$ cat src/hdl/aoi_pkg.sv
// Shared types, codes and constants of the area-of-interest tracker.
// No dependencies; every other file of the block but aoi_ram imports this package.
package aoi_pkg;

  localparam int DEF_MAX_ENTITIES = 64;
  localparam int DEF_COORD_BITS   = 16;

  localparam int ID_W        = 6;
  localparam int POS_W       = 16;
  localparam int RADIUS_W    = 16;
  localparam int GRID_W      = 13;
  localparam int LIM_W       = GRID_W + RADIUS_W;
  localparam int SQ_W        = 2 * RADIUS_W;
  localparam int KIND_W      = 2;
  localparam int CFG_INDEX_W = 2;
  localparam int CFG_DATA_W  = 16;

  // Configuration register indexes.
  localparam logic [CFG_INDEX_W-1:0] CFG_MAX_VIEW_RADIUS = 2'd0;
  localparam logic [CFG_INDEX_W-1:0] CFG_GRID_ROWS       = 2'd1;
  localparam logic [CFG_INDEX_W-1:0] CFG_GRID_COLUMNS    = 2'd2;

  localparam logic [RADIUS_W-1:0] RESET_MAX_VIEW_RADIUS = 16'd100;
  localparam logic [GRID_W-1:0]   RESET_GRID_ROWS       = 13'd16;
  localparam logic [GRID_W-1:0]   RESET_GRID_COLUMNS    = 13'd16;

  // Command modes.
  localparam logic [1:0] MODE_ENTER = 2'd0;
  localparam logic [1:0] MODE_LEAVE = 2'd1;
  localparam logic [1:0] MODE_MOVE  = 2'd2;

  // Notice kinds.
  localparam logic [KIND_W-1:0] EV_ENTER = 2'd0;
  localparam logic [KIND_W-1:0] EV_LEAVE = 2'd1;
  localparam logic [KIND_W-1:0] EV_MOVE  = 2'd2;

  typedef struct packed {
    logic [1:0]          mode;
    logic [ID_W-1:0]     entity_id;
    logic [POS_W-1:0]    pos_x;
    logic [POS_W-1:0]    pos_y;
    logic [RADIUS_W-1:0] view_radius;
  } in_item_t;

  typedef struct packed {
    logic [KIND_W-1:0] event_kind;
    logic [ID_W-1:0]   watcher_id;
    logic [ID_W-1:0]   mover_id;
    logic              last;
  } out_item_t;

  typedef enum logic [2:0] {
    S_IDLE,
    S_FETCH,
    S_SPAN,
    S_CHECK,
    S_SCAN,
    S_DRAIN,
    S_FLUSH
  } state_t;

endpackage

$ cat src/hdl/aoi_sees.sv
// Neighbor test pipeline for one actor position: cell range and distance check
// of the slot read from the table, two register stages. Uses aoi_pkg.
module aoi_sees import aoi_pkg::*; #(
  parameter int COORD_BITS = DEF_COORD_BITS
) (
  input  logic                  clk,
  input  logic                  rst,
  input  logic                  en,
  input  logic [COORD_BITS-1:0] ax,
  input  logic [COORD_BITS-1:0] ay,
  input  logic [((COORD_BITS > RADIUS_W + 1) ? COORD_BITS : RADIUS_W + 1):0] x_lo,
  input  logic [((COORD_BITS > RADIUS_W + 1) ? COORD_BITS : RADIUS_W + 1):0] x_hi,
  input  logic [((COORD_BITS > RADIUS_W + 1) ? COORD_BITS : RADIUS_W + 1):0] y_lo,
  input  logic [((COORD_BITS > RADIUS_W + 1) ? COORD_BITS : RADIUS_W + 1):0] y_hi,
  input  logic [SQ_W-1:0]       r_sq,
  input  logic                  slot_ok,
  input  logic [COORD_BITS-1:0] bx,
  input  logic [COORD_BITS-1:0] by,
  output logic                  hit
);

  localparam int CB = COORD_BITS;
  localparam int BW = ((CB > RADIUS_W + 1) ? CB : RADIUS_W + 1) + 1;
  localparam int DW = (CB > RADIUS_W) ? CB : RADIUS_W;

  logic [BW-1:0]       bxe;
  logic [BW-1:0]       bye;
  logic                in_x;
  logic                in_y;
  logic [CB-1:0]       dx;
  logic [CB-1:0]       dy;
  logic [DW-1:0]       dxe;
  logic [DW-1:0]       dye;
  logic                far_x;
  logic                far_y;
  logic                ok_a;
  logic [RADIUS_W-1:0] dx16;
  logic [RADIUS_W-1:0] dy16;
  logic                ok_b;
  logic [SQ_W-1:0]     dxsq;
  logic [SQ_W-1:0]     dysq;

  always_comb begin
    bxe  = BW'(bx);
    bye  = BW'(by);
    in_x = (bxe >= x_lo) && (bxe < x_hi);
    in_y = (bye >= y_lo) && (bye < y_hi);
    dx   = (ax > bx) ? ax - bx : bx - ax;
    dy   = (ay > by) ? ay - by : by - ay;
    dxe  = DW'(dx);
    dye  = DW'(dy);
    // A radius never exceeds the radius field, so a longer axis distance fails.
    far_x = (dxe >> RADIUS_W) != '0;
    far_y = (dye >> RADIUS_W) != '0;
  end

  always_ff @(posedge clk) begin
    if (rst) begin
      ok_a <= 1'b0;
      ok_b <= 1'b0;
    end else begin
      ok_a <= en && slot_ok && in_x && in_y && !far_x && !far_y;
      ok_b <= ok_a;
    end
  end

  always_ff @(posedge clk) begin
    dx16 <= dxe[RADIUS_W-1:0];
    dy16 <= dye[RADIUS_W-1:0];
    dxsq <= SQ_W'(dx16) * SQ_W'(dx16);
    dysq <= SQ_W'(dy16) * SQ_W'(dy16);
  end

  assign hit = ok_b && (({1'b0, dxsq} + {1'b0, dysq}) <= {1'b0, r_sq});

endmodule

$ cat config.mk
export PLATFORM = sky130hd
export DESIGN_NAME = aoi_sees
export DESIGN_NICKNAME = d
export VERILOG_FILES = /design/src/hdl/aoi_pkg.sv /design/src/hdl/aoi_sees.sv
export SDC_FILE = /design/constraint.sdc
export NUM_CORES = 1
export LEC_CHECK = 0
export BUFFER_PORTS_ARGS = -buffer_cell sky130_fd_sc_hd__buf_2
export CELL_PAD_IN_SITES_DETAIL_PLACEMENT = 2
export CELL_PAD_IN_SITES_GLOBAL_PLACEMENT = 2
export CORE_UTILIZATION = 39
export CTS_CLUSTER_DIAMETER = 60
export DETAILED_ROUTE_END_ITERATION = 8
export PLACE_DENSITY_LB_ADDON = 0.1
export SLEW_MARGIN = 0
export SYNTH_ARGS = -nofsm -noshare
export SYNTH_HDL_FRONTEND = slang
export SYNTH_SLANG_ARGS = --single-unit
$ cat constraint.sdc
create_clock -name clk -period 7.5 [get_ports clk]
set_input_delay 0.375 -clock clk [delete_from_list [all_inputs] [get_ports clk]]
set_output_delay 0.375 -clock clk [all_outputs]
set_load 0.1 [all_outputs]
After elaboration in Yosys (flattened, before gate mapping)
Cells that the tools add are included.
Cells by class
  multiply operators: 2
  $lt $le $gt $ge: 7
  add/subtract/negate cells: 5
  muxes and demuxes: 2
  reduce and logical (&&, ||, !) cells: 6
Operator list (number)
  $mul A16 B16 Y32: 2
  $sub A16 B16 Y16: 4
  $ge A16 B18 Y1: 2
  $lt A16 B18 Y1: 2
  $add A32 B32 Y33: 1
  $le A33 B32 Y1: 1
  $gt A16 B16 Y1: 2
  $mux W16: 2
  $logic_and A1 B1 Y1: 6
Word-level totals
  logic and storage cells: 28
  output and inout port bits: 1
  bits in registers: 98

Longest topological paths before layout
Gate-level depths: netlist of the first run.
  depth after elaboration: 4
  mapped depth: 25

Worst setup path before layout of the first run
OpenSTA, ideal clock, no wires.
  path type: register -> register
  start point: register dy16[14]
  end point: register dysq[28]
  stages on the path, launching flop included: 23
  arrival time: 6123 ps
  slack: 1313 ps
  setup time: 64 ps
  buffers on the path: 2
  period minus slack after synthesis: 6187 ps
  data required time: 7436 ps
  cells stage by stage: dfxtp_1 > clkbuf_1 > clkbuf_1 > nand2_1 > fa_1 > fa_1 > inv_1 > fa_1 > fa_1 > fa_1 > inv_1 > fa_1 > inv_1 > ha_1 > a21o_1 > a21o_1 > a21o_1 > a211o_1 > a211o_1 > o221ai_1 > a21oi_1 > or4_1 > nand4_1
Between the ends
  cells in the longest elaborated chain, start to end: 1
RTL lines
  from (decl): line aoi_sees.sv:38  | logic [RADIUS_W-1:0] dy16;
  from (signal assigned): line aoi_sees.sv:69  | dy16 <= dye[RADIUS_W-1:0];
  $mul A16 B16 Y32: line aoi_sees.sv:71  | dysq <= SQ_W'(dy16) * SQ_W'(dy16);
  to (signal assigned): line aoi_sees.sv:71
  to (decl): line aoi_sees.sv:41  | logic [SQ_W-1:0] dysq;
Every way passes these cells.
A chain may end at the register's enable or synchronous reset.

Final worst setup path of the first run
  start point: register dx16[3]
  end point: register dxsq[30]
Between the ends
  cells in the longest elaborated chain, start to end: 1
RTL lines
  from (decl): line aoi_sees.sv:37  | logic [RADIUS_W-1:0] dx16;
  from (signal assigned): line aoi_sees.sv:68  | dx16 <= dxe[RADIUS_W-1:0];
  $mul A16 B16 Y32: line aoi_sees.sv:70  | dxsq <= SQ_W'(dx16) * SQ_W'(dx16);
  to (signal assigned): line aoi_sees.sv:70
  to (decl): line aoi_sees.sv:40  | logic [SQ_W-1:0] dxsq;
Every way passes these cells.

==> results.yml, run 1 <==
final_layout:
  syn_to_final_growth_pct: 8.36
  nFillCells: 6685
  drive_above_1_share: 0.0841
  finalInstanceArea_um2: 25300
  finalNonFillerCells: 3616
  final_nets: 3728
global_routing:
  grt_use_total: 0.233
  grt_pass1_vias: 21800
  antenna_found_initial: 3
  grt_max_degree: 26
  grt_overflow_total: 0
  grt_first_pass_wirelength_mm: 111
sta:
  fin_crit_ps: 6880
  relSlewSlack: 0.400
  worst_slack_ps: 623
  rsz0062_at_grt: "no"
  hold_violations: 0
  drv_slew: 0
  setup_viol: 0
  tightest_slew_ps: 899
  setup_tns_ps: 0
  fmax_mhz: 145
  finalClockSkew_ps: 12.2
  finalCritPeriodShare: 0.917
floorplan:
  rows: 89
  boundaryPins: 173
  floorplan.die.height_um: 246
  core_um2: 59000
  start_util: 0.395
  fp.dieW_um: 246
  dieArea_um2: 60700
logic_synthesis:
  synth_area_um2: 23300
  synthDistinctLibCells: 81
  yosysTopAreaCell: "fa_1"
  syn_inst: 2706
  synth_top_area_frac: 0.282
  syn_area_per_cell_um2: 8.61
  synth_enable_flop_cells: 0
  synthTopCellsByArea: "fa_1 (28%), ha_1 (21%), inv_1 (11%)"
  yosys_register_bits: 96
  ys_seq_area_frac: 0.0825
  async_flop_share: 0
  ys_warn_count: 0
  syn-num-nets: 3597
  synth-main-ff-cell: "dfxtp_1"
setup_path:
  startpoint_type: "register"
  crit_arrival_ps: 7150
  worst-setup-path-type: "register to register"
  cp.required_ps: 7770
  end_kind: "register"
  slowest_delay_ps: 770
  crit_chain: "inv_1 > nor2_1 > ha_1 > xor2_1 > fa_1 > inv_1 > fa_1 > fa_1 > fa_1 > inv_1 > fa_1 > inv_1 > ha_1 > nand3_1 > or3_1 > o21a_1 > a311oi_1 > o2111ai_1 > nand3_1 > a221oi_1 > xnor2_1"
  cp_common_cell: "fa_1"
  slowest_stage: "dfxtp_1"
  crit_fanout: 14
placement:
  io_buffers: 172
  placed_area_um2: 24900
  dp_cells: 3599
  place_ws_ps: 608
  gp_congestion: 0.837
  dp_hpwl_mm: 60.0
clock_tree:
  cts_resized: 0
  path_clk_slew_ps: 80
  cts_tree: "built"
  cts_root_buf: "clkbuf_16"
  insertion_delay_ps: 390
  numCtsBuffers: 9
  clockBufferDepth: 2
  postCtsSetupBuffers: 0
  clock-sinks: 96
  h-tree-depth: 3
  ctsHoldBuffers: 0
routing:
  via_count: 18500
  wl_per_cell_um: 18.8
  detail_route.first_pass.iterations: 5
  drt_iter0_drc: 465
  routed_wirelength_mm: 67.8
  drc: 0
  avgViaCountPerCell: 5.11
  ant_nets: 0
min_path:
  hold_class: "input port to register"
status:
  status: "complete, no violations"
job:
  drv_cap: 0
[kinds of logic (layout without fill, tap and decap cells)]
family | after synthesis | in the layout | share of synthesized area
buffers and inverters | 772 | 908 | 0.126
adder cells (fa/ha/maj) | 719 | 719 | 0.492
AND/OR/NAND/NOR | 536 | 536 | 0.113
AO/OA/AOI/OAI | 441 | 441 | 0.131
XOR/XNOR | 119 | 119 | 0.0447
flip-flops | 96 | 96 | 0.0825
multiplexers | 23 | 23 | 0.0105
other | 0 | 1 | 0
[layer usage]
metal,wire length (µm),vias up,track usage
met2,35000,275,0.429
met5,34,-,0
li1,-,8783,-
met1,29400,9346,0.283
met3,2070,82,0.0307
met4,1330,4,0.0561
[cells in the final DEF (no fill, tap or decap), types with 11 or more instances in the layout]
cell type	synthesis	layout
and3_1	11	11
nand2b_1	22	22
xor2_1	37	37
ha_1	391	391
buf_2	15	172
a211o_1	12	12
xnor2_1	82	82
nand3_1	27	27
and2_1	86	86
a31oi_1	13	13
o211ai_1	12	12
nor2b_1	22	22
o21a_1	21	21
nor3_1	16	16
buf_4	6	11
inv_1	709	709
a21o_1	80	80
nor2_1	95	95
dfxtp_1	96	96
nand2_1	201	201
mux2i_1	14	14
fa_1	328	328
a21oi_1	102	102
nand4_1	21	21
a211oi_1	22	22
o21bai_1	20	20
o21ai_0	62	62
[area by class of cell]
cell class / count / area, µm² / area share
clock inverters: 7 / 95.1 / 0.00377
diodes: 1 / 2.50 / 0.0000991
clock buffers: 9 / 225 / 0.00892
multi-input cells: 1838 / 18400 / 0.730
repair buffers: 183 / 943 / 0.0374
well taps: 773 / 967 / 0.0383
flip-flops and latches: 96 / 1920 / 0.0761
inverters: 709 / 2660 / 0.105
[worst max-delay path, delay by kind of cell (launching register included)]
family | cells | cell delay [ps]
and+or+nand+nor | 4 | 1000
buffers and inverters | 4 | 450
AOI/OAI and AO/OA | 4 | 1040
xor gates and xnor gates | 2 | 330
DFF | 1 | 770
adders and majority gates | 7 | 3160
[through the flow]
step / hold WS (ps) / util
3_3_place_gp: 432 / 0.422
2_1_floorplan: 354 / -
4_1_cts: 175 / 0.428
6_report: 201 / 0.428
3_5_place_dp: 440 / 0.422
5_1_grt: 205 / 0.428
[synth_stat cells (12+ instances only)]
cell	n
o21ai_0	62
o211ai_1	12
nor3_1	16
nand4_1	21
inv_1	709
nand2_1	201
xnor2_1	82
a31oi_1	13
a21o_1	80
nor2b_1	22
nor2_1	95
fa_1	328
dfxtp_1	96
a211o_1	12
buf_2	15
o21bai_1	20
xor2_1	37
nand2b_1	22
clkbuf_1	41
and2_1	86
mux2i_1	14
o21a_1	21
ha_1	391
a211oi_1	22
a21oi_1	102
nand3_1	27
[flip-flops by register name, summed over array words and instances, names as in the netlist]
register  cells
ok_b          1
dx16         16
ok_a          1
dy16         16
dxsq         31
dysq         31
[path summary, 6_finish.rpt]
kind                               from  endpoint  slack (ps)  cells after the start
worst max-delay path            dx16[3]  dxsq[30]         620                     21
worst min-delay path                rst      ok_b         200                      2
worst max register to register  dx16[3]  dxsq[30]         620                     21
worst min register to register     ok_a      ok_b         450                      1
Power of run 1 is not shown: default switching activity piles up to over one toggle a cycle in this logic, so the estimate is an artifact.
==> run 2, diff against run 1 <==
Settings changed: ABC_AREA set to 1, CORE_UTILIZATION 39 to 38.
==> results.yml, run 2 <==
logic_synthesis:
  ys_seq_area_frac: 0.0778
  yosysMostFrequentCell: "inv_1"
  syn_inst: 3282
  async_flop_share: 0
  synth_common_cells: "inv_1 (894), nand2_1 (636), ha_1 (391)"
  yosys_register_bits: 96
  synth_enable_flop_cells: 0
  synth_area_um2: 24700
  ys_warn_count: 0
  syn_area_per_cell_um2: 7.52
  yosysTopAreaCell: "fa_1"
  synthTopCellsByArea: "fa_1 (27%), ha_1 (20%), inv_1 (14%)"
  synth-main-ff-cell: "dfxtp_1"
  synth_top_area_frac: 0.266
  synthDistinctLibCells: 55
  syn-num-nets: 4173
global_routing:
  antenna_found_initial: 3
  grt_overflow_total: 0
  met2_usage: 0.462
  grt_first_pass_wirelength_mm: 127
  grt.busiest_layer: "met2"
  grt_max_degree: 19
  gr-usage-met1: 0.281
  met3_usage: 0.0232
  grt_use_total: 0.239
  grt_pass1_vias: 25000
setup_path:
  cp.required_ps: 7780
  end_kind: "register"
  reg2reg_depth: 17
  crit_fanout: 16
  worst-setup-path-type: "register to register"
  startpoint_type: "register"
  cp-startpoint: "dy16[6]"
  reg2reg_from: "dy16[6]"
  crit_arrival_ps: 6540
min_path:
  hold_path_depth: 2
  min-delay-start: "rst"
  hold_class: "input port to register"
sta:
  drv_slew: 0
  finalCritPeriodShare: 0.836
  setup_tns_ps: 0
  fin_crit_ps: 6270
  relSlewSlack: 0.359
  hold_violations: 0
  fmax_mhz: 160
  finalClockSkew_ps: 15.3
  rsz0062_at_grt: "no"
  tightest_slew_ps: 960
  setup_viol: 0
clock_tree:
  path_clk_slew_ps: 80
  cts_resized: 0
  insertion_delay_ps: 390
  cts_root_buf: "clkbuf_16"
  ctsHoldBuffers: 0
  clockBufferDepth: 2
  numCtsBuffers: 9
  cts_tree: "built"
  h-tree-depth: 3
  clock-sinks: 96
  postCtsSetupBuffers: 0
floorplan:
  core_um2: 64300
  start_util: 0.384
  boundaryPins: 173
  fp.dieW_um: 257
  dieArea_um2: 66000
  floorplan.die.height_um: 257
  rows: 93
job:
  drv_cap: 0
final_layout:
  drive_above_1_share: 0.0771
  top_regs: "dxsq (31), dysq (31)"
  finalNonFillerCells: 4240
  layout_common_cells: "inv_1 (894), nand2_1 (636), ha_1 (391)"
  final_nets: 4271
  syn_to_final_growth_pct: 7.44
  final_common_cell: "inv_1"
routing:
  drc: 0
  avgViaCountPerCell: 4.94
  ant_nets: 0
  drt_iter0_drc: 445
  routed_wirelength_mm: 76.3
  wl_per_cell_um: 18.0
  via_count: 20900
  detail_route.first_pass.iterations: 4
placement:
  io_buffers: 172
  dp_hpwl_mm: 68.8
  gp_congestion: 0.864
  dp_cells: 4224
status:
  status: "complete, no violations"
run 2: changes by cell type after synthesis, sizes merged, moves of 44 or more:
cell and delta:
xnor2 -44, nor2 +62, and2 -86, xor2 +77, a21o -65, a21oi +83, nand2 +465, inv +192
run 2: final timing paths:
check,to,slack [ps]
min,ok_b,190
max,dysq[26],1230
min reg2reg,ok_b,420
max reg2reg,dysq[26],1230
run 2: per-stage QoR:
step / utilization / setup slack, ps / hold slack (ps) / cell area [µm²]
after global placement: 0.408 / 1510 / 395 / 26200
after floorplan: - / 2060 / 329 / 24700
after CTS: 0.412 / 1270 / 173 / 26500
final: 0.412 / 1230 / 191 / 26500
after detailed placement: 0.408 / 1330 / 410 / 26200
after global routing: 0.412 / 959 / 189 / 26500
run 2: metal layers:
layer	wire, µm	up-vias
li1	-	10100
met1	32500	10500
met2	40800	263
met3	1580	80
met4	1480	4
met5	27	-
run 2: final cells by class:
type                       instances  area [µm²]
tap                              855        1070
timing repair buffer             172         861
clock inverter                     4        52.6
fill                            7593       37800
inverter                         901        3380
clock buffer                      11         243
multi-input combinational       2200       19000
sequential                        96        1920
antenna                            1        2.50
run 2: cell families after synthesis:
family / synth area share
AND/OR/NAND/NOR: 0.155
flip-flops: 0.0778
buffers and inverters: 0.153
XOR/XNOR: 0.0539
adder cells (fa/ha/maj): 0.464
multiplexers: 0.000405
AO/OA/AOI/OAI: 0.0959
run 2: critical path: stages, from the launching register on:
cell and delay (ps):
dfxtp_1 920, nand2_1 300, fa_1 610, inv_1 60, fa_1 460, fa_1 540
fa_1 520, fa_1 510, inv_1 50, fa_1 470, inv_1 40, ha_1 380
nand2_1 150, nor4_1 600, nand3_1 160, nand3_1 170, a21oi_1 100, xnor2_1 120
Power of run 2 is left out for the same reason.
