<file path="config.mk">
export PLATFORM = sky130hd
export DESIGN_NAME = aoi_ram
export DESIGN_NICKNAME = d
export VERILOG_FILES = /design/src/hdl/aoi_ram.sv
export SDC_FILE = /design/constraint.sdc
export NUM_CORES = 1
export LEC_CHECK = 0
export BUFFER_PORTS_ARGS = -buffer_cell sky130_fd_sc_hd__buf_2
export CORE_MARGIN = 1.5
export CORE_UTILIZATION = 62
export DETAILED_ROUTE_END_ITERATION = 12
export GPL_ROUTABILITY_DRIVEN = 1
export HOLD_SLACK_MARGIN = 0.06
export PLACE_DENSITY_LB_ADDON = 0.3
export SLEW_MARGIN = 5
export SYNTH_ARGS = -nofsm -noshare
export SYNTH_HDL_FRONTEND = slang
export SYNTH_SLANG_ARGS = --single-unit
</file>
<file path="constraint.sdc">
create_clock -name clk -period 2.7 [get_ports clk]
set_input_delay 0.54 -clock clk [delete_from_list [all_inputs] [get_ports clk]]
set_output_delay 0.54 -clock clk [all_outputs]
set_load 0.01 [all_outputs]
</file>
<file path="src/hdl/aoi_ram.sv">
// Generic single-clock RAM: one write port, one read port, registered read data.
// No dependencies.
module aoi_ram #(
  parameter int WIDTH = 8,
  parameter int DEPTH = 64
) (
  input  logic                     clk,
  input  logic                     we,
  input  logic [$clog2(DEPTH)-1:0] waddr,
  input  logic [WIDTH-1:0]         wdata,
  input  logic [$clog2(DEPTH)-1:0] raddr,
  output logic [WIDTH-1:0]         rdata
);

  logic [WIDTH-1:0] mem [DEPTH];

  always_ff @(posedge clk) begin
    if (we) begin
      mem[waddr] <= wdata;
    end
    rdata <= mem[raddr];
  end

endmodule

</file>
* After elaboration in Yosys (flattened, before gate mapping) *
Memories as Yosys holds them, arrays and structs flattened. A register that Yosys moved wholly into a read port is not among the register bits.
Index checks and enable logic that the tools add are counted.

operators by class
  add/subtract/negate cells = 0
  shift-type cells = 0
  muxes and demuxes = 2
  divide/modulo/power cells = 0
  reduce and logical (&&, ||, !) cells = 0
  $lt $le $gt $ge = 0
  bitwise logic cells = 0
  equal/unequal tests = 0
  multipliers = 0

operator list
  operator  number
  $mux 1    2

storage, ports and cells
  logic and storage cells = 3
  latch bits = 0
  memory bits (writable) = 512
  memory bits (read-only) = 0
  flip-flop bits (word level) = 0
  memories kept = 1

memory list
  memory  depth  width  rd ports  clocked after Yosys merged registers in  write ports  line  RTL
  mem     64     8      1         1                                        1            15    logic [WIDTH-1:0] mem [DEPTH];

* Longest topological paths before layout *
Gate-level depths: netlist of run 1.

  word-level depth = 2
  gate-level depth with buffers = 9

* Worst setup path before layout of run 1 *
OpenSTA, ideal clock, no wires.

  path type = input to register
  start point = in raddr[1]
  end point = reg rdata[3] (read register of mem)
  stages on the path = 7
  setup slack = 0.492 ns
  arrival = 2.080 ns
  buffers on the path = 3
  path through = buf_4 buf_2 buf_2 mux4_2 mux4_2 o21ai_1 o41ai_1

RTL lines
  what                line  RTL
  start: declaration  11    input logic [$clog2(DEPTH)-1:0] raddr,
  end: declaration    12    output logic [WIDTH-1:0] rdata

==> flow_summary.yaml, run 1 <==
run_status:
  run_status: "finished, final reports clean"
critical_path:
  regToRegStartpoint: "mem[21][6]"
  arrival_ps: 2530
  r2r_setup_slack_ps: 620
  critical_path_buf_inv_count: 2
  crit_required_ps: 3140
  crit_family: "multiplexers"
  crit_cells: 7
  crit_end: "rdata[6]"
  critical-path-max-stage-delay_ps: 530
  worstRegToRegCells: 5
  critPathSlowestCell: "mux4_2"
  worst_setup_path_start_kind: "input pin"
  crit_type: "in -> reg"
  worstSetupEndpointType: "flop"
  critical_path.startpoint: "raddr[0]"
  critical_path.reg2reg.endpoint: "rdata[6]"
  path_cells: "clkbuf_8 -> buf_12 -> mux4_2 -> mux2_2 -> o221a_2 -> nor3_1 -> o32ai_1"
  critPathMaxFanout: 13
floorplan:
  die-width_um: 183
  die-height_um: 183
  dieArea_sq_um: 33600
  pin_count: 30
  start_util_pct: 63.4
  placement_rows: 65
  core_area_sq_um: 31800
sta:
  unrepaired_setup_endpoints_after_global_routing: "no"
  final.period_utilization_pct: 77.6
  finalClockSkew_ps: 13.0
  worst_pin_slew_ps: 1220
  headroom_to_the_max_slew_limit_pct: 18.6
  totalNegativeSetupSlack_ps: 0
  finalCriticalPeriod_ps: 2090
  timing.final.max_slew_violations: 0
  setup_viol_count_final: 0
  final.hold.worst_slack_ps: 396
  max_freq_mhz: 478
  hold_viol_final: 0
logic_synthesis:
  synthesis.instances: 940
  yosysTopAreaCell: "edfxtp_1"
  synth_xor_area_share_pct: 0
  synth_nets: 962
  synth_mux_area_share_pct: 15.9
  synth-seq-area-share_pct: 77.0
  synth_commonest_cells: "edfxtp_1, mux4_2, nor2_1"
  yosys_warnings: 0
  ys_async_sr_fraction_pct: 0
  synth_top_family_by_area: "multiplexers"
  adder_cell_share_of_the_synthesized_area_pct: 0
  synth_edf_count: 512
  netlist-cell-type-count: 40
  post-synth-top-count-cell: "edfxtp_1"
  ys_seq_elements: 520
  synth-compound-area-share_pct: 2.07
  synthSimpleGateAreaFrac_pct: 3.39
  post_synthesis_cell_area_sq_um: 20200
  synth_flop_cell: "edfxtp_1"
  synthDominantCellAreaShare_pct: 76.2
  postSynthAreaPerCell_sq_um: 21.5
  netlist_top_cells_area: "edfxtp_1, mux4_2, nor2_1"
clock_network:
  clock_sinks: 520
  clk_latency_ps: 560
  path_clk_slew_ps: 60
  cts_resized: 0
  cts_tree: "built"
  htree_levels: 2
  cts_buffers: 50
  clock_path_buffers: 3
  cts.root.buffer_cell: "clkbuf_16"
  post-cts-setup-buffer-count: 0
  ctsHoldBuffers: 0
detailed_routing:
  drt-vias-per-instance: 6.53
  drt_pre_antenna_iters: 5
  ant_nets: 0
  detail_route.wl_per_cell_um: 28.8
  detailed_route_wl_um: 44700
  vias: 10100
  remaining_drc_errors: 0
  initialDrtViolationCount: 1375
power:
  power-per-cell-area_nw_per_um2: 709
  cell_internal_pwr_uw: 12900
  power.switching_uw: 3380
  cellLeakagePower_uw: 0.00744
  vdd.ir_drop.worst_mv: 0.633
  power_frac_seq_pct: 54.9
  power.switching_fraction_pct: 20.7
  combinationalPowerShare_pct: 5.3
  proportion_of_power_drawn_by_the_clock_network_pct: 39.8
final_layout:
  fillCellCount: 1778
  layout.cell_area.non_filler_sq_um: 23000
  postLayoutCoreUtil_pct: 72.4
  drive_above_1_share_pct: 31.2
  nets: 1102
  flow.area_growth_from_synthesis_pct: 14.2
place:
  place_area_sq_um: 21500
  placement.io_buffers: 29
  place_hpwl_um: 26500
  finalWeightedCongestion: 0.825
hold_path:
  min-delay-path-class: "in -> reg"
grt:
  initial_antenna_violation_count: 2
  first_global_vias: 10300
  track_usage_pct: 28.0
  grt_start_max_net_pins: 65
  globalRoute.totalOverflow: 0
  grt_pass1_wl_um: 66900
run:
  timing.max_cap.violations: 0
-- worst min path at each step --
stage	startpoint	endpoint	slack, ps	depth (start not counted)
final	raddr[5]	rdata[0]	400	3
after global routing	raddr[5]	rdata[0]	410	3
after CTS	raddr[5]	rdata[0]	370	3
after detailed placement	mem[31][6]	rdata[6]	830	3
after global placement	mem[30][6]	rdata[6]	800	3
after floorplan	wdata[0]	mem[0][0]	640	0
-- routing by layer --
layer  share of wire [%]  global-route usage (%)  vias to the layer above  wire length, um
met5               0.029                       0                        -               13
met4                 3.1                    8.89                        2             1400
met3                 8.6                    5.06                      101             3830
met2                  50                    45.7                      554            22300
met1                  39                    39.2                     5284            17200
li1                    -                       -                     4206                -
-- power by group through the flow --
stage | logic [uW] | clock network [uW] | registers, uW
global route | 917 | 6850 | 8960
CTS | 866 | 6570 | 8960
finish | 867 | 6490 | 8960
detailed placement | 855 | 0 | 9130
global placement | 837 | 0 | 9130
floorplan | 476 | 0 | 9130
-- worst register-to-register path: cells and delay by family, from the launching register on --
| family | cells | cell delay, ps |
|---|---|---|
| simple gates | 1 | 330 |
| compound gates | 2 | 440 |
| flops | 1 | 380 |
| mux | 2 | 790 |
-- layout by cell type (no fill, tap or decap), drive strengths merged, types with 2 or more instances in the layout --
cell type / instances
o2bb2ai: 3
nand2: 19
o32ai: 2
o221ai: 8
mux4: 126
a21oi: 3
nand4: 2
o41ai: 2
clkbuf: 72
a221oi: 6
dfxtp: 8
o21a: 2
nor2b: 14
nor3: 7
nand3b: 3
buf: 138
nand2b: 7
o21ai: 4
mux2: 13
clkinv: 16
a2111oi: 2
nor4: 2
o221a: 2
o2111ai: 3
mux2i: 23
inv: 3
nand3: 13
a22oi: 3
a211oi: 4
nor2: 83
o22ai: 8
edfxtp: 512
-- sequential cells by signal (all words and copies together), names as in the netlist --
register,count
mem,512
rdata,8
-- kinds of logic after synthesis --
logic type	after synthesis
DFF	520
muxes	162
and+or+nand+nor	153
AOI/OAI and AO/OA	54
buffers and inverters	51
-- cell type report --
| class | instances | area [sq um] | share of cell area (%) |
|---|---|---|---|
| sequential | 520 | 15500 | 67.5 |
| timing repair buffer | 139 | 1110 | 4.82 |
| multi-input combinational | 369 | 4320 | 18.7 |
| clock buffer | 71 | 1380 | 6.00 |
| clock inverter | 20 | 133 | 0.576 |
| tap | 435 | 544 | 2.36 |
| antenna | 1 | 2.50 | 0.0109 |
-- through the flow --
| stage | setup WS [ps] | power, uW | cells |
|---|---|---|---|
| after floorplan | 492 | 9600 | 940 |
| after global placement | 70.7 | 9960 | 1463 |
| after detailed placement | 37.0 | 9990 | 1463 |
| after CTS | 596 | 16400 | 1554 |
| after global routing | 529 | 16700 | 1555 |
| final | 606 | 16300 | 1555 |
Note: power is estimated with default switching activity, not from simulation.
==> run 2, diff against run 1 <==
==> constraint.sdc (replaced) <==
create_clock -name clk -period 2.15 [get_ports clk]
set_input_delay 0.43 -clock clk [delete_from_list [all_inputs] [get_ports clk]]
set_output_delay 0.43 -clock clk [all_outputs]
set_load 0.01 [all_outputs]
==> flow_summary.yaml, run 2 (synthesized netlist as in run 1, its figures left out) <==
run_status:
  run_status: "finished, final reports clean"
place:
  placement.io_buffers: 29
  dp_cells: 1500
  place_hpwl_um: 27800
  place_area_sq_um: 21900
  finalWeightedCongestion: 0.865
critical_path:
  crit_type: "reg -> reg"
  worst_setup_path_start_kind: "flop"
  critPathMaxFanout: 1
  arrival_ps: 2410
  crit_required_ps: 2580
  worstSetupEndpointType: "flop"
clock_network:
  path_clk_slew_ps: 60
  clock_path_buffers: 3
  post-cts-setup-buffer-count: 0
  clk_latency_ps: 550
  cts_tree: "built"
  ctsHoldBuffers: 0
  cts_buffers: 50
  htree_levels: 2
  clock_sinks: 520
  cts_resized: 0
  cts.root.buffer_cell: "clkbuf_16"
detailed_routing:
  detailed_route_wl_um: 45000
  drt_pre_antenna_iters: 5
  vias: 10300
  remaining_drc_errors: 0
  initialDrtViolationCount: 1339
  drt-vias-per-instance: 6.47
  detail_route.wl_per_cell_um: 28.2
  ant_nets: 0
grt:
  initial_antenna_violation_count: 1
  grt_start_max_net_pins: 65
  grt_pass1_wl_um: 67500
  track_usage_pct: 28.1
  first_global_vias: 10600
  globalRoute.totalOverflow: 0
power:
  cellLeakagePower_uw: 0.00766
  p_total_uw: 20700
  vdd.ir_drop.worst_mv: 0.753
  power-per-cell-area_nw_per_um2: 882
final_layout:
  layout.cell_area.non_filler_sq_um: 23500
  fillCellCount: 1708
  layout.cells.non_filler: 1593
  flow.area_growth_from_synthesis_pct: 16.3
  largest_register_ffs: 512
  largest_registers: "mem: 512 flops, rdata: 8 flops"
  nets: 1139
  layout.cells.most_common_list: "edfxtp_1, buf_4, mux4_2, nor2_1, clkbuf_16"
  regMostFlops: "mem"
  layout_commonest_cell: "edfxtp_1"
  drive_above_1_share_pct: 33.3
sta:
  max_freq_mhz: 504
  finalClockSkew_ps: 14.1
  final.period_utilization_pct: 92.2
  setup_viol_count_final: 0
  finalCriticalPeriod_ps: 1980
  unrepaired_setup_endpoints_after_global_routing: "no"
  worst_pin_slew_ps: 1190
  hold_viol_final: 0
  final.hold.worst_slack_ps: 294
  headroom_to_the_max_slew_limit_pct: 20.9
  timing.final.max_slew_violations: 0
floorplan:
  pin_count: 30
  dieArea_sq_um: 33600
  placement_rows: 65
  die-width_um: 183
  core_area_sq_um: 31800
  start_util_pct: 63.4
  die-height_um: 183
hold_path:
  min-delay-path-class: "in -> reg"
run:
  timing.max_cap.violations: 0
[run 2: cell count changes in the layout (fill, tap and decap cells not counted), moves of 2 or more]
cell,before,now
clkinv_1,5,14
bufinv_16,1,3
buf_12,10,20
clkinv_2,11,9
clkinvlp_4,0,3
buf_4,102,129
clkbuf_8,4,1
clkbuf_1,17,10
[run 2: per-stage QoR]
stage	TNS, ps	util [%]	worst slack (ps)
after detailed placement	-1900	68.9	-334
after floorplan	0	-	52.3
after global routing	0	73.7	71.7
after CTS	0	73.7	151
after global placement	-1680	68.9	-325
final	0	73.7	167
[run 2: final timing paths]
path / to / slack (ps) / cells past startpoint / start
hold / removal: rdata[1] / 290 / 3 / raddr[5]
setup reg to reg: rdata[4] / 170 / 6 / mem[20][4]
hold reg to reg: rdata[6] / 830 / 3 / mem[27][6]
setup / recovery: rdata[4] / 170 / 6 / mem[20][4]
[run 2: area by class of cell]
class,instances,area [sq um],area share [%]
diodes,1,2.50,0.0107
clock buffers,61,1310,5.60
clock inverters,31,228,0.971
multi-input cells,369,4320,18.4
flip-flops and latches,520,15500,66.2
well taps,435,544,2.32
repair buffers,176,1510,6.45
[run 2: where the power goes]
group / leakage (uW) / internal, uW / switching [uW]
Clock: 0.000749 / 4700 / 3560
Sequential: 0.00467 / 11200 / 40.7
Combinational: 0.00224 / 504 / 665
[run 2: worst max-delay path, cell delays in order (launching register included)]
cell      delay, ps
edfxtp_1        370
mux4_2          470
mux2_2          290
o221a_2         280
nor3_1          220
buf_4           160
o32ai_1          80
[run 2: routing by layer]
layer | up-vias | GRT usage (%) | share of wire (%)
met1 | 5343 | 40.6 | 39
li1 | 4280 | - | -
met5 | - | 0 | 0.029
met2 | 581 | 45.2 | 49
met3 | 97 | 4.55 | 9.1
met4 | 2 | 8.98 | 3.0
==> run 3, diff against run 2 <==
--- a/config.mk
+++ b/config.mk
@@ -5,13 +5,16 @@
 export SDC_FILE = /design/constraint.sdc
 export NUM_CORES = 1
 export LEC_CHECK = 0
+export ABC_CLOCK_PERIOD_IN_PS = 2150
 export BUFFER_PORTS_ARGS = -buffer_cell sky130_fd_sc_hd__buf_2
+export CORE_ASPECT_RATIO = 1.2
 export CORE_MARGIN = 1.5
 export CORE_UTILIZATION = 62
 export DETAILED_ROUTE_END_ITERATION = 12
 export GPL_ROUTABILITY_DRIVEN = 1
 export HOLD_SLACK_MARGIN = 0.06
 export PLACE_DENSITY_LB_ADDON = 0.3
+export SKIP_CTS_REPAIR_TIMING = 1
 export SLEW_MARGIN = 5
 export SYNTH_ARGS = -nofsm -noshare
 export SYNTH_HDL_FRONTEND = slang
==> flow_summary.yaml, run 3 (synthesized netlist as in run 1, its figures left out) <==
run_status:
  run_status: "finished, final reports clean"
power:
  power-per-cell-area_nw_per_um2: 875
  p_total_uw: 20300
  power.switching_uw: 4130
  power_frac_seq_pct: 55.4
  combinationalPowerShare_pct: 5.6
  cell_internal_pwr_uw: 16200
  power.switching_fraction_pct: 20.3
  cellLeakagePower_uw: 0.00758
  proportion_of_power_drawn_by_the_clock_network_pct: 39.0
  vdd.ir_drop.worst_mv: 0.647
critical_path:
  crit_type: "in -> reg"
  crit_required_ps: 2560
  critical_path.startpoint: "raddr[0]"
  worstSetupEndpointType: "flop"
  r2r_setup_slack_ps: 100
  arrival_ps: 2470
  critPathMaxFanout: 18
  worst_setup_path_start_kind: "input pin"
  regToRegStartpoint: "mem[55][7]"
floorplan:
  core_area_sq_um: 32200
  dieArea_sq_um: 33600
  die-width_um: 168
  start_util_pct: 62.7
  die-height_um: 201
  pin_count: 30
  placement_rows: 72
place:
  placement.io_buffers: 29
  place_hpwl_um: 28300
  pre_cts_slack_ps: -436
  finalWeightedCongestion: 0.867
grt:
  met1_usage_pct: 36.9
  met3_usage_pct: 3.79
  globalRoute.totalOverflow: 0
  track_usage_pct: 27.5
  grt_start_max_net_pins: 65
  grt_use_met2_pct: 47.2
  grt_pass1_wl_um: 66400
  first_global_vias: 10400
  grt.busiest_layer: "met2"
  initial_antenna_violation_count: 3
detailed_routing:
  ant_nets: 0
  detailed_route_wl_um: 44600
  drt_pre_antenna_iters: 5
  initialDrtViolationCount: 1179
  vias: 10100
  detail_route.wl_per_cell_um: 28.7
  drt-vias-per-instance: 6.48
  remaining_drc_errors: 0
final_layout:
  postLayoutCoreUtil_pct: 72.2
  regMostFlops: "mem"
  layout_commonest_cell: "edfxtp_1"
  layout.cells.most_common_list: "edfxtp_1, buf_4, mux4_2, nor2_1, clkbuf_16"
  largest_registers: "mem: 512 flops, rdata: 8 flops"
  nets: 1130
  fillCellCount: 1807
  flow.area_growth_from_synthesis_pct: 15.2
  largest_register_ffs: 512
  drive_above_1_share_pct: 32.9
hold_path:
  min-delay-path-class: "in -> reg"
  timing.hold.worst.start: "raddr[5]"
clock_network:
  cts_buffers: 47
  cts_tree: "built"
  clock_path_buffers: 3
  cts.root.buffer_cell: "clkbuf_16"
  htree_levels: 2
  path_clk_slew_ps: 60
  clock_sinks: 520
  clk_latency_ps: 560
sta:
  layout_setup_ws_ps: 93.7
  max_freq_mhz: 486
  unrepaired_setup_endpoints_after_global_routing: "no"
  finalClockSkew_ps: 17.3
  setup_viol_count_final: 0
  finalCriticalPeriod_ps: 2060
  final.period_utilization_pct: 95.6
  worst_pin_slew_ps: 1240
  hold_viol_final: 0
  final.hold.worst_slack_ps: 311
  timing.final.max_slew_violations: 0
  headroom_to_the_max_slew_limit_pct: 17.5
run:
  timing.max_cap.violations: 0
[run 3: cell count changes in the layout (fill, tap and decap cells not counted), sizes merged]
cell,change
diode,+2
inv,-1
bufinv,+1
clkinvlp,-3
clkinv,-4
buf,-6
clkbuf,-2
[run 3: layout make-up]
| type | instances | area (sq um) | share of cell area [%] |
|---|---|---|---|
| timing repair buffer | 170 | 1420 | 6.10 |
| clock inverter | 24 | 214 | 0.921 |
| sequential | 520 | 15500 | 66.9 |
| multi-input combinational | 369 | 4330 | 18.6 |
| antenna | 3 | 7.51 | 0.0323 |
| tap | 407 | 509 | 2.19 |
| clock buffer | 59 | 1220 | 5.26 |
[run 3: path summary, 6_finish.rpt]
kind,to,cells after the start
max,rdata[7],6
min,rdata[2],3
max reg2reg,rdata[7],4
min reg2reg,rdata[4],3
[run 3: critical path, stage by stage]
cell      delay, ps
clkbuf_8        260
buf_12          210
mux4_2          520
mux4_2          480
o21ai_0         440
nand2_1         100
[run 3: per-stage QoR]
step                instance area [sq um]  instances  setup TNS [ps]
global placement                    21800       1466           -2550
detailed placement                  21800       1466           -2780
CTS                                 23200       1549           -28.9
floorplan                           20200        940               0
global route                        23200       1552               0
finish                              23200       1552               0
[run 3: metal layers]
| layer | share of wire (%) | vias up |
|---|---|---|
| met1 | 38 | 5220 |
| met4 | 2.9 | 0 |
| met5 | 0 | - |
| li1 | - | 4260 |
| met2 | 53 | 487 |
| met3 | 6.9 | 84 |
[run 3: power by group through the flow]
stage / combinational [uW] / clock [uW] / sequential (uW)
floorplan: 598 / 0 / 11500
global placement: 1100 / 0 / 11500
detailed placement: 1130 / 0 / 11500
CTS: 1140 / 8030 / 11300
global route: 1200 / 8350 / 11300
finish: 1140 / 7930 / 11300
