--- src/hdl/aoi_pkg.sv ---
// Shared types, codes and constants of the area-of-interest tracker.
// No dependencies; every other file of the block but aoi_ram imports this package.
package aoi_pkg;

  localparam int DEF_MAX_ENTITIES = 64;
  localparam int DEF_COORD_BITS   = 16;

  localparam int ID_W        = 6;
  localparam int POS_W       = 16;
  localparam int RADIUS_W    = 16;
  localparam int GRID_W      = 13;
  localparam int LIM_W       = GRID_W + RADIUS_W;
  localparam int SQ_W        = 2 * RADIUS_W;
  localparam int KIND_W      = 2;
  localparam int CFG_INDEX_W = 2;
  localparam int CFG_DATA_W  = 16;

  // Configuration register indexes.
  localparam logic [CFG_INDEX_W-1:0] CFG_MAX_VIEW_RADIUS = 2'd0;
  localparam logic [CFG_INDEX_W-1:0] CFG_GRID_ROWS       = 2'd1;
  localparam logic [CFG_INDEX_W-1:0] CFG_GRID_COLUMNS    = 2'd2;

  localparam logic [RADIUS_W-1:0] RESET_MAX_VIEW_RADIUS = 16'd100;
  localparam logic [GRID_W-1:0]   RESET_GRID_ROWS       = 13'd16;
  localparam logic [GRID_W-1:0]   RESET_GRID_COLUMNS    = 13'd16;

  // Command modes.
  localparam logic [1:0] MODE_ENTER = 2'd0;
  localparam logic [1:0] MODE_LEAVE = 2'd1;
  localparam logic [1:0] MODE_MOVE  = 2'd2;

  // Notice kinds.
  localparam logic [KIND_W-1:0] EV_ENTER = 2'd0;
  localparam logic [KIND_W-1:0] EV_LEAVE = 2'd1;
  localparam logic [KIND_W-1:0] EV_MOVE  = 2'd2;

  typedef struct packed {
    logic [1:0]          mode;
    logic [ID_W-1:0]     entity_id;
    logic [POS_W-1:0]    pos_x;
    logic [POS_W-1:0]    pos_y;
    logic [RADIUS_W-1:0] view_radius;
  } in_item_t;

  typedef struct packed {
    logic [KIND_W-1:0] event_kind;
    logic [ID_W-1:0]   watcher_id;
    logic [ID_W-1:0]   mover_id;
    logic              last;
  } out_item_t;

  typedef enum logic [2:0] {
    S_IDLE,
    S_FETCH,
    S_SPAN,
    S_CHECK,
    S_SCAN,
    S_DRAIN,
    S_FLUSH
  } state_t;

endpackage

--- src/hdl/aoi_span.sv ---
// Cell span of one position: a restoring remainder by the cell side, one bit per
// cycle on both axes, then the coordinate range of the 3x3 cell block. Uses aoi_pkg.
module aoi_span import aoi_pkg::*; #(
  parameter int COORD_BITS = DEF_COORD_BITS
) (
  input  logic                  clk,
  input  logic                  rst,
  input  logic                  start,
  input  logic [RADIUS_W-1:0]   side,
  input  logic [COORD_BITS-1:0] ax,
  input  logic [COORD_BITS-1:0] ay,
  output logic                  done,
  output logic [((COORD_BITS > RADIUS_W + 1) ? COORD_BITS : RADIUS_W + 1):0] x_lo,
  output logic [((COORD_BITS > RADIUS_W + 1) ? COORD_BITS : RADIUS_W + 1):0] x_hi,
  output logic [((COORD_BITS > RADIUS_W + 1) ? COORD_BITS : RADIUS_W + 1):0] y_lo,
  output logic [((COORD_BITS > RADIUS_W + 1) ? COORD_BITS : RADIUS_W + 1):0] y_hi
);

  localparam int CB    = COORD_BITS;
  localparam int BW    = ((CB > RADIUS_W + 1) ? CB : RADIUS_W + 1) + 1;
  localparam int CNT_W = $clog2(CB + 1);

  logic [CB-1:0]       a_q  [2];
  logic [CB-1:0]       sh   [2];
  logic [RADIUS_W-1:0] rem  [2];
  logic [RADIUS_W:0]   t    [2];
  logic [CB-1:0]       base [2];
  logic [BW-1:0]       lo   [2];
  logic [BW-1:0]       hi   [2];
  logic                running;
  logic                fin;
  logic [CNT_W-1:0]    cnt;

  // Cells a and b are within one step when b lies in [(ca-1)*side, (ca+2)*side).
  always_comb begin
    for (int l = 0; l < 2; l++) begin
      t[l]    = {rem[l], sh[l][CB-1]};
      base[l] = a_q[l] - CB'(rem[l]);
      if (BW'(base[l]) >= BW'(side)) begin
        lo[l] = BW'(base[l]) - BW'(side);
      end else begin
        lo[l] = '0;
      end
      hi[l] = BW'(base[l]) + (BW'(side) << 1);
    end
  end

  always_ff @(posedge clk) begin
    if (rst) begin
      running <= 1'b0;
      fin     <= 1'b0;
      done    <= 1'b0;
      cnt     <= '0;
    end else begin
      done <= fin;
      fin  <= 1'b0;
      if (start) begin
        running <= 1'b1;
        cnt     <= CNT_W'(CB);
      end else if (running) begin
        cnt <= cnt - CNT_W'(1);
        if (cnt == CNT_W'(1)) begin
          running <= 1'b0;
          fin     <= 1'b1;
        end
      end
    end
  end

  always_ff @(posedge clk) begin
    if (start) begin
      a_q[0] <= ax;
      a_q[1] <= ay;
      sh[0]  <= ax;
      sh[1]  <= ay;
      rem[0] <= '0;
      rem[1] <= '0;
    end else if (running) begin
      for (int l = 0; l < 2; l++) begin
        sh[l] <= sh[l] << 1;
        if (t[l] >= {1'b0, side}) begin
          rem[l] <= RADIUS_W'(t[l] - {1'b0, side});
        end else begin
          rem[l] <= t[l][RADIUS_W-1:0];
        end
      end
    end
    if (fin) begin
      x_lo <= lo[0];
      x_hi <= hi[0];
      y_lo <= lo[1];
      y_hi <= hi[1];
    end
  end

endmodule

--- config.mk ---
export PLATFORM = sky130hd
export DESIGN_NAME = aoi_span
export DESIGN_NICKNAME = d
export VERILOG_FILES = /design/src/hdl/aoi_pkg.sv /design/src/hdl/aoi_span.sv
export SDC_FILE = /design/constraint.sdc
export NUM_CORES = 1
export LEC_CHECK = 0
export BUFFER_PORTS_ARGS = -buffer_cell sky130_fd_sc_hd__buf_2
export CAP_MARGIN = 20
export CORE_ASPECT_RATIO = 2
export CORE_MARGIN = 4
export CORE_UTILIZATION = 44
export CTS_BUF_LIST = sky130_fd_sc_hd__clkbuf_16
export CTS_CLUSTER_SIZE = 20
export DETAILED_ROUTE_END_ITERATION = 6
export SLEW_MARGIN = 40
export SYNTH_ARGS = -nofsm -noshare
export SYNTH_HDL_FRONTEND = slang
export SYNTH_SLANG_ARGS = --single-unit
--- constraint.sdc ---
create_clock -name clk -period 11.6 [get_ports clk]
set_input_delay 0.58 -clock clk [delete_from_list [all_inputs] [get_ports clk]]
set_output_delay 0.58 -clock clk [all_outputs]
set_load 0.01 [all_outputs]
# Yosys cells after proc, flatten, opt, wreduce, memory -nomap -nowiden
# Memories as Yosys holds them, arrays and structs flattened.
# Index checks and enable logic that the tools add are counted.
# totals
register_bits,80
mem_bits_rw,96
in_bits,51
out_inout_bits,73
wordCells,69
mem_count,3
# op_classes
n_addsub,9
magnitude_cmp,4
n_eq_ne,1
mux,33
bitwise_logic,7
n_reduce_logical,3
# memory_table
name,depth,word_bits,read_ports,rd_clocked_by_memory_dff,wr,line,source
a_q,2,16,2,0,2,aoi_span.sv:23,logic [CB-1:0] a_q [2];
rem,2,16,2,0,2,aoi_span.sv:25,logic [RADIUS_W-1:0] rem [2];
sh,2,16,2,0,2,aoi_span.sv:24,logic [CB-1:0] sh [2];
# op_table
operator,n
16-bit 2-to-1 mux,6
16-bit subtractor,4
16-bit by 17-bit adder with 18-bit output,2
17-bit by 16-bit greater-or-equal comparator with 1-bit output,2
16-bit by 16-bit subtractor with 17-bit output,2
16-bit greater-or-equal comparator,2
1-bit 2-to-1 mux,25
5-bit 2-to-1 mux,2
1-bit OR,6
"5-bit by 1-bit == test with 1-bit output, second input constant",1
"5-bit by 1-bit subtractor with 5-bit output, second input constant",1
3-bit OR reduction,1
2-bit nonzero test,1
2-bit OR reduction,1
1-bit NOT,1

# Logic depth before layout (Yosys ltp)
# Gate-level depths: netlist (run 1).
# depth
depth_word,7
mapped_depth,19
depth_no_buf,18

# Least setup slack after synthesis (run 1)
# Ideal clock, no wire load.
# synth_timing
kind,flip-flop to flip-flop
startpoint,memory rem[0][0]
endpoint,register x_lo[10] (netlist bit) (data pin)
setup_time_ns,0.257
arrival_time_ns,3.755
required_time_ns,11.343
setup_slack_ns,7.588
stages_incl_launch_ff,19
path_buffers,2
synth_period_minus_slack_ns,4.012
cell_sequence,edfxtp_1 > ha_1 > fa_1 > nor2b_1 > o21ai_0 > a21boi_0 > o221ai_1 > o21ai_0 > nand3_1 > o311ai_0 > ha_1 > clkbuf_1 > nand4_1 > nor4_1 > a41oi_1 > a21boi_0 > o211a_1 > buf_2 > nor2_1
# synth_rtl
element,line,source
"start, declared",aoi_span.sv:25,
"end signal, assigned",aoi_span.sv:89,x_lo <= lo[0];
"end, declared",aoi_span.sv:13,"output logic [((COORD_BITS > RADIUS_W + 1) ? COORD_BITS : RADIUS_W + 1):0] x_lo,"

==> results of run 1 <==
## Yosys cell counts, drive strengths merged (19+ instances only)
library cell,number,area [um^2]
ha,126,1580
nand2,167,629
edfxtp,166,4980
a21o,33,248
nor2,89,334
nor2b,19,119
a211oi,21,158
nand2b,19,126
nor3,28,140
o21a,20,150
nand3,23,115
inv,84,315
xor2,38,333
o21ai,50,250
a21oi,91,455
xnor2,51,447
## power groups by stage
stage	sequential, uW	clock, uW	combinational (uW)
detailed placement	817	0	1070
global placement	816	0	1070
CTS	803	548	1080
finish	803	537	1090
floorplan	809	0	829
global route	807	579	1210
## cell type report
type / instances / share of cell area, %
Clock inverter: 15 / 0.851
Timing Repair Buffer: 129 / 4.94
Sequential cell: 174 / 38.0
Clock buffer: 17 / 3.14
Multi-Input combinational cell: 933 / 47.5
Inverter: 84 / 2.33
Tap cell: 348 / 3.22
## placed cells by master, fill, tap and decap left out, types with 8 or more instances in the layout
master | netlist | routed
nand4_1 | 11 | 11
o21ai_0 | 50 | 50
edfxtp_1 | 166 | 166
clkbuf_16 | 0 | 17
xor2_1 | 38 | 38
nand2_1 | 166 | 166
inv_1 | 84 | 85
nor3_1 | 28 | 28
nor2b_1 | 19 | 18
xnor2_1 | 51 | 51
a21o_1 | 33 | 33
nand2b_1 | 18 | 18
fa_1 | 8 | 8
nand3_1 | 23 | 23
o31ai_1 | 15 | 15
ha_1 | 126 | 126
a31oi_1 | 12 | 12
a211oi_1 | 21 | 21
and3_1 | 8 | 8
o21bai_1 | 9 | 9
buf_2 | 7 | 123
a21oi_1 | 91 | 90
o21a_1 | 20 | 20
nor2_1 | 89 | 89
## cell families after synthesis
| logic type | after synthesis | share of synthesized area (%) |
|---|---|---|
| AOI/OAI and AO/OA | 308 | 16.9 |
| buffers and inverters | 108 | 3.70 |
| DFF | 174 | 42.9 |
| and+or+nand+nor | 400 | 15.4 |
| adders and majority gates | 134 | 14.5 |
| xor gates and xnor gates | 89 | 6.49 |
| muxes | 2 | 0.167 |
## worst max path at each step
stage,start,to,slack [ns],cells past startpoint
after global placement,rem[0][0],x_lo[16],7.01,15
final,rem[0][0],x_lo[16],6.81,15
after detailed placement,rem[0][0],x_lo[16],6.86,15
after floorplan,rem[0][0],x_lo[10],7.59,18
after global routing,rem[0][0],x_lo[16],6.43,15
after CTS,rem[0][0],x_lo[16],6.82,15
## sequential cells by signal, indices dropped and copies added, names as in the netlist
name,flops
a_q,32
rem,32
sh,32
x_hi,18
y_hi,18
x_lo,17
y_lo,17
cnt,5
done,1
fin,1
running,1
## routing by layer
metal,global-route usage [%],up-vias
met4,15.4,0
met3,2.85,81
met5,0,-
met2,36.6,275
li1,-,4698
met1,23.6,4469
## critical path, cell delays in order, from the launching register on
cell and delay, ns:
edfxtp_1 0.44, ha_1 0.26, fa_1 0.42, nor2b_1 0.12, o21ai_0 0.10, a21boi_0 0.35
o221ai_1 0.23, o21ai_0 0.41, o311ai_0 0.29, ha_1 0.50, nand4_1 0.16, nor4_1 0.33
a41oi_1 0.19, a21boi_0 0.19, o211a_1 0.33, a211oi_1 0.29
## metrics by stage
step	worst slack [ns]	util [%]	power, uW	instance area [um^2]	cells
after floorplan	7.59	-	1640	12000	1215
after global placement	7.01	48.2	1880	13000	1668
after detailed placement	6.86	48.2	1890	13000	1668
after CTS	6.82	50.3	2430	13500	1700
after global routing	6.43	50.3	2600	13500	1700
final	6.81	50.3	2430	13500	1700
==> impl_metrics.toml, run 1 <==
[die]
core_area_mm2 = 0.0269
die_x_um = 125
initial_core_util_pct = 44.6
num_rows = 85
die-area_mm2 = 0.0301
io_pins = 124
die_h_um = 242

[power_and_ir_drop]
leakage_uw = 0.00573
p_clk_share_pct = 22.1
powerDensity_mw_per_mm2 = 179
net-switching-power_uw = 930
netSwitchingFraction_pct = 38.3
power_frac_comb_pct = 44.8
ir_drop_v = 0.0000926
sequentialPowerShare_pct = 33.1
intPower_uw = 1500

[detailed_routing]
topRoutingLayerUsed = "met4"
wire_per_inst_um = 18.6
drc = 0
dr.first_iter.drc_count = 691
ant_nets = 0
vias_per_cell = 5.60
vias = 9523
route.layer.met1.wl_um = 12200
first_pass_iters = 5
wl_met3_um = 1210
wl_met2_um = 15800
totalWireLength_um = 31600

[clock_tree]
path_clk_slew_ns = 0.08
h-tree-depth = 4
ctsResizeCount = 0
cts-buffers-inserted = 17
hold_buffers = 0
post_cts_buffers = 0
clockBufferDepth = 2
clockRootBuffer = "clkbuf_16"
cts.sinks = 174
clock_latency_ns = 0.46
cts_tree = "yes"

[global_routing]
antenna_found_initial = 0
grt_usage_pct = 21.2
first_global_vias = 9401
grt_max_degree = 70
grt_remaining_overflow = 0
grt_first_pass_wirelength_um = 49800

[final_layout]
fillCellCount = 2537
n_antenna_cell = 0
seqCellArea_mm2 = 0.00515
syn2layout_area_growth_pct = 12.7
multi_input_area_mm2 = 0.00642
drive_gt1_share_pct = 13.1
num-nets-final = 1524

[worst_setup_path]
crit_required_ns = 11.87
critPathMaxFanout = 15
r2r_setup_slack_ns = 6.81
r2r-end = "x_lo[16]"
end_kind = "register"
start_kind = "register"
r2r-start = "rem[0][0]"
setup.worst_path.class = "reg -> reg"
r2r_cells = 15
cp.arrival_ns = 5.06

[timing]
fin_worst_skew_ns = 0.0160
worst_hold_slack_ns = 0.309
fmax_mhz = 209
worst_slew_pin_slew_ns = 0.631
setup_viol_count_final = 0
fin_tns_setup_ns = 0
slew_headroom_pct = 58.0
rsz0062_at_grt = "no"
finalMaxSlewViolations = 0
min_period_ns = 4.79
final_hold_viol_count = 0
finalCritPeriodShare_pct = 41.3

[min_path]
hold_class = "in -> reg"
whs_endpoint = "a_q[0][0]"
hold_start = "ax[0]"
holdPathStages = 1

[synth]
syn_inst = 1215
syn_avg_cell_area_um2 = 9.88
synth_edf_count = 166
yosys_most_used_dff = "edfxtp_1"
syn_area_mm2 = 0.0120
seq_area_frac_synth_pct = 42.9
yosys_warnings = 0
synth_seq_cells = 174
synth_cell_types = 69
syn_nets = 1400
synthArstFlopShare_pct = 0

[placed_design]
gp_congestion = 0.936
place_hpwl_um = 25000
io_buffers = 123

[run_status]
status = "finished clean"

[job]
cap_violations = 0
No activity file was read; power rests on OpenSTA's default activity.
==> run 2: changes to the inputs <==
==> constraint.sdc (replaced) <==
create_clock -name clk -period 4.5 [get_ports clk]
set_input_delay 0.225 -clock clk [delete_from_list [all_inputs] [get_ports clk]]
set_output_delay 0.225 -clock clk [all_outputs]
set_load 0.01 [all_outputs]
==> run 2 against run 1 <==
  * Core utilization up 2.2 points
  * Non-clock buffer count up 48
  * Clock skew fell by 0.0016 ns
  * Sequential share of layout area is 1.6 points lower
  * Critical path depth increased by 3
  * Sequential cell count stayed put
  * Final area rose by 4.5%
  * Register-to-register slack got worse by 6.6 ns
  * Critical endpoint unchanged
==> impl_metrics.toml, run 2 (synthesis results as in run 1) <==
[timing]
setup_viol_count_final = 0
finalCritPeriodShare_pct = 95.3
finalMaxSlewViolations = 0
fmax_mhz = 233
final_hold_viol_count = 0
slew_headroom_pct = 54.2
fin_tns_setup_ns = 0
worst_slew_pin_slew_ns = 0.678
fin_worst_skew_ns = 0.0145
min_period_ns = 4.29

[die]
io_pins = 124
die-area_mm2 = 0.0301
die_h_um = 242
die_x_um = 125
initial_core_util_pct = 44.6
num_rows = 85
core_area_mm2 = 0.0269

[global_routing]
first_global_vias = 9747
grt_remaining_overflow = 0
grt_use_met1_pct = 24.7
met3_usage_pct = 2.74
grt_usage_pct = 22.1
antenna_found_initial = 0
grt_first_pass_wirelength_um = 52100
grt_max_degree = 48
use_met2_pct = 38.6
top_usage_layer = "met2"

[worst_setup_path]
cp_slowest_cell = "edfxtp_1"
cp_cell_sequence = "ha_1 > fa_1 > nor2b_1 > o21ai_0 > a21boi_1 > o221ai_1 > o21ai_0 > o41ai_1 > xnor2_1 > ha_1 > and2_1 > nand4_1 > nor4_1 > a41oi_1 > a21boi_0 > o211a_1 > buf_12 > a211oi_1"
crit_required_ns = 4.78
cp.arrival_ns = 4.56
end_kind = "register"
setup.worst_path.class = "reg -> reg"
r2r_setup_slack_ns = 0.21
cp_slowest_stage_delay_ns = 0.44
r2r-start = "rem[0][0]"
r2r-end = "x_lo[16]"
r2r_cells = 18
start_kind = "register"
critPathMaxFanout = 15
startpoint = "rem[0][0]"

[power_and_ir_drop]
p_clk_share_pct = 24.4
power_frac_comb_pct = 44.3
ir_drop_v = 0.000325
powerDensity_mw_per_mm2 = 468
intPower_uw = 4190
sequentialPowerShare_pct = 31.3
leakage_uw = 0.00601
total_power_uw = 6620
netSwitchingFraction_pct = 36.8
net-switching-power_uw = 2430

[final_layout]
multi_input_area_mm2 = 0.00648
fillCellCount = 2479
final_cell_mix = "166 x nand2_1, 166 x edfxtp_1, 124 x ha_1"
drive_gt1_share_pct = 14.9
syn2layout_area_growth_pct = 17.7
largestRegisters = "a_q x32, rem x32, sh x32"
num-nets-final = 1572
seqCellArea_mm2 = 0.00515
n_antenna_cell = 0

[detailed_routing]
vias = 9642
drc = 0
ant_nets = 0
vias_per_cell = 5.52
dr.first_iter.drc_count = 588
first_pass_iters = 5
totalWireLength_um = 32900
wire_per_inst_um = 18.8

[clock_tree]
clock_latency_ns = 0.46
cts_tree = "yes"
cts-buffers-inserted = 17
path_clk_slew_ns = 0.07
clockRootBuffer = "clkbuf_16"
cts.sinks = 174
h-tree-depth = 4
clockBufferDepth = 2

[run_status]
status = "finished clean"

[placed_design]
place_hpwl_um = 25600
gp_congestion = 0.926
io_buffers = 123

[min_path]
hold_start = "rst"
whs_endpoint = "cnt[4]"
holdPathStages = 2
hold_class = "in -> reg"

[job]
cap_violations = 0
## run 2: cell types whose count changed in the layout (fill, tap and decap cells not counted), moves of 3 or more
| cell | change |
|---|---|
| a21oi_1 | -3 |
| dlygate4sd3_1 | +32 |
| bufinv_16 | +4 |
| a21oi_2 | +3 |
| clkinvlp_4 | -3 |
| buf_4 | +16 |
## run 2: worst max path at each step
stage	to	slack [ns]	cells after the start
6_report	x_lo[16]	0.21	18
5_1_grt	y_lo[11]	-0.03	18
4_1_cts	y_lo[16]	0.14	16
3_5_place_dp	y_lo[16]	0.17	16
3_3_place_gp	y_lo[16]	0.24	16
2_1_floorplan	x_lo[10]	0.49	18
## run 2: power groups by stage
stage	Combinational (uW)	Clock [uW]	Sequential (uW)
after floorplan	2140	0	2080
after global placement	2810	0	2100
after detailed placement	2820	0	2110
after CTS	2860	1650	2070
after global routing	3270	1710	2080
final	2930	1620	2070
## run 2: metal layers
layer	wire length (um)	vias up
met3	1030	81
met4	2280	0
met2	16700	250
li1	-	4772
met5	0	-
met1	12900	4539
## run 2: critical path: cells and delay by family, from the launching register on
kind,cells,cell delay (ns)
compound gates,9,1.56
xor+xnor,1,0.17
fa+ha+maj,3,1.00
buf+inv,1,0.15
flops,1,0.44
simple gates,4,0.79
## run 2: through the flow
stage | hold slack, ns | worst slack [ns] | cell area (um^2) | util, % | cells
floorplan | 0.324 | 0.488 | 12000 | - | 1215
finish | 0.0474 | 0.213 | 14100 | 52.5 | 1748
global route | 0.0513 | -0.0308 | 14100 | 52.5 | 1748
detailed placement | 0.414 | 0.171 | 13100 | 48.6 | 1679
CTS | 0.0268 | 0.144 | 14000 | 52.1 | 1743
global placement | 0.416 | 0.237 | 13100 | 48.6 | 1679
## run 2: timing repair
action | 4_1_cts | 5_1_grt
gates resized for setup | 0 | 17
setup buffers | 0 | 5
hold endpoints to repair | 32 | 0
endpoints found under the setup margin | 0 | 17
hold buffers | 32 | 0
## run 2: final cells by class
class | instances | share of cell area [%]
Multi-Input combinational cell | 933 | 45.9
Inverter | 84 | 2.23
Clock buffer | 17 | 3.01
Clock inverter | 15 | 1.48
Sequential cell | 174 | 36.4
Tap cell | 348 | 3.08
Timing Repair Buffer | 177 | 7.91
==> run 3: changes to the inputs <==
--- a/config.mk
+++ b/config.mk
@@ -13,6 +13,7 @@
 export CTS_BUF_LIST = sky130_fd_sc_hd__clkbuf_16
 export CTS_CLUSTER_SIZE = 20
 export DETAILED_ROUTE_END_ITERATION = 6
+export REMOVE_ABC_BUFFERS = 1
 export SLEW_MARGIN = 40
 export SYNTH_ARGS = -nofsm -noshare
 export SYNTH_HDL_FRONTEND = slang
==> run 3 against run 2 <==
  * Sequential cell count is the same
  * Clock-buffer cell count unchanged
  * Hold slack got worse by 0.015 ns
  * Critical path type unchanged
  * Critical endpoint is now y_lo[7]
  * Highest routed layer unchanged
==> impl_metrics.toml, run 3 (synthesis results as in run 1) <==
[run_status]
status = "finished clean"

[clock_tree]
h-tree-depth = 4
clockBufferDepth = 2
cts-buffers-inserted = 17
clockRootBuffer = "clkbuf_16"
cts.sinks = 174
cts_tree = "yes"
path_clk_slew_ns = 0.07
clock_latency_ns = 0.46

[die]
die_x_um = 125
core_area_mm2 = 0.0269
initial_core_util_pct = 44.6
die_h_um = 242
io_pins = 124
num_rows = 85
die-area_mm2 = 0.0301

[power_and_ir_drop]
powerDensity_mw_per_mm2 = 467
ir_drop_v = 0.000261
leakage_uw = 0.00605

[global_routing]
grt_remaining_overflow = 0
grt_usage_pct = 21.1
first_global_vias = 9753
grt_max_degree = 41
antenna_found_initial = 0
grt_first_pass_wirelength_um = 49700

[job]
cap_violations = 0

[final_layout]
final_area_mm2 = 0.0142
n_antenna_cell = 0
drive_gt1_share_pct = 15.0
final_cell_mix = "166 x nand2_1, 166 x edfxtp_1, 124 x ha_1"
syn2layout_area_growth_pct = 18.3
stdcell_count = 1754
num-nets-final = 1578
largestRegisters = "a_q x32, rem x32, sh x32"

[worst_setup_path]
cp.arrival_ns = 4.56
r2r_cells = 18
cp_cell_sequence = "ha_1 > fa_2 > nor2b_1 > o31a_1 > o211ai_1 > a21o_1 > nand2_1 > a21oi_1 > xnor2_1 > ha_2 > a21o_1 > a21oi_1 > a2bb2oi_2 > o31ai_2 > o41ai_2 > o21a_1 > buf_12 > nor3_1"
setup.worst_path.class = "reg -> reg"
cp_slowest_stage_delay_ns = 0.48
critPathMaxFanout = 16
start_kind = "register"
cp_slowest_cell = "o41ai_2"
crit_required_ns = 4.70
end_kind = "register"

[timing]
worst_hold_slack_ns = 0.0327
worst_slew_pin_slew_ns = 0.770
finalMaxSlewViolations = 0
setup_viol_count_final = 0
fin_worst_skew_ns = 0.0187
slew_headroom_pct = 47.4
min_period_ns = 4.36
fmax_mhz = 229
final_hold_viol_count = 0
finalCritPeriodShare_pct = 97.0

[placed_design]
placed_cell_area_mm2 = 0.0131
gp_congestion = 0.929
placed_cells = 1682
place_hpwl_um = 25200
io_buffers = 123

[detailed_routing]
ant_nets = 0
vias_per_cell = 5.50
dr.first_iter.drc_count = 525
vias = 9650
drc = 0
totalWireLength_um = 31900
first_pass_iters = 5
wire_per_inst_um = 18.2

[min_path]
hold_class = "in -> reg"
holdPathStages = 2
[run 3: worst paths after layout]
path,from,end,slack [ns]
min,rst,cnt[4],0.03
max,rem[1][0],y_lo[7],0.14
min reg2reg,cnt[1],cnt[1],0.50
max reg2reg,rem[1][0],y_lo[7],0.14
[run 3: per-layer routing]
| layer | vias up | wire length [um] | global-route usage, % |
|---|---|---|---|
| li1 | 4793 | - | - |
| met1 | 4474 | 12000 | 22.5 |
| met2 | 282 | 16300 | 37.4 |
| met3 | 101 | 1310 | 3.73 |
| met4 | 0 | 2310 | 14.6 |
| met5 | - | 0 | 0 |
[run 3: worst max-delay path, delay by kind of cell (launching register included)]
kind / cells / cell delay (ns)
AO/OA/AOI/OAI: 10 / 2.03
XOR/XNOR: 1 / 0.27
adder cells (fa/ha/maj): 3 / 0.95
buffers and inverters: 1 / 0.15
flip-flops: 1 / 0.42
AND/OR/NAND/NOR: 3 / 0.29
[run 3: timing repair]
item                       4_1_cts  5_1_grt
hold buffers                    32        0
resized for setup                0       17
hold endpoints to repair        32        0
buffers inserted                 0        7
setup endpoints to repair        0       33
[run 3: cell type report]
class | instances | area [um^2]
well taps | 348 | 435
clock buffers | 17 | 425
clock inverters | 15 | 195
inverters | 84 | 315
repair buffers | 183 | 1190
flip-flops and latches | 174 | 5150
fillers | 2484 | 12700
multi-input cells | 933 | 6490
[run 3: metrics by stage]
step | setup TNS, ns | worst slack [ns] | power, uW | util [%]
floorplan | 0 | 0.582 | 4200 | -
global placement | 0 | 0.181 | 4980 | 48.7
detailed placement | 0 | 0.0981 | 4990 | 48.7
CTS | 0 | 0.0778 | 6590 | 52.2
global route | -0.0878 | -0.0226 | 7070 | 52.8
finish | 0 | 0.137 | 6640 | 52.8
[run 3: power breakdown]
group | internal (uW) | leakage (uW) | total, uW | switching, uW
registers | 2010 | 0.00168 | 2070 | 57.1
logic | 1260 | 0.00406 | 3000 | 1740
clock network | 928 | 0.000308 | 1570 | 639
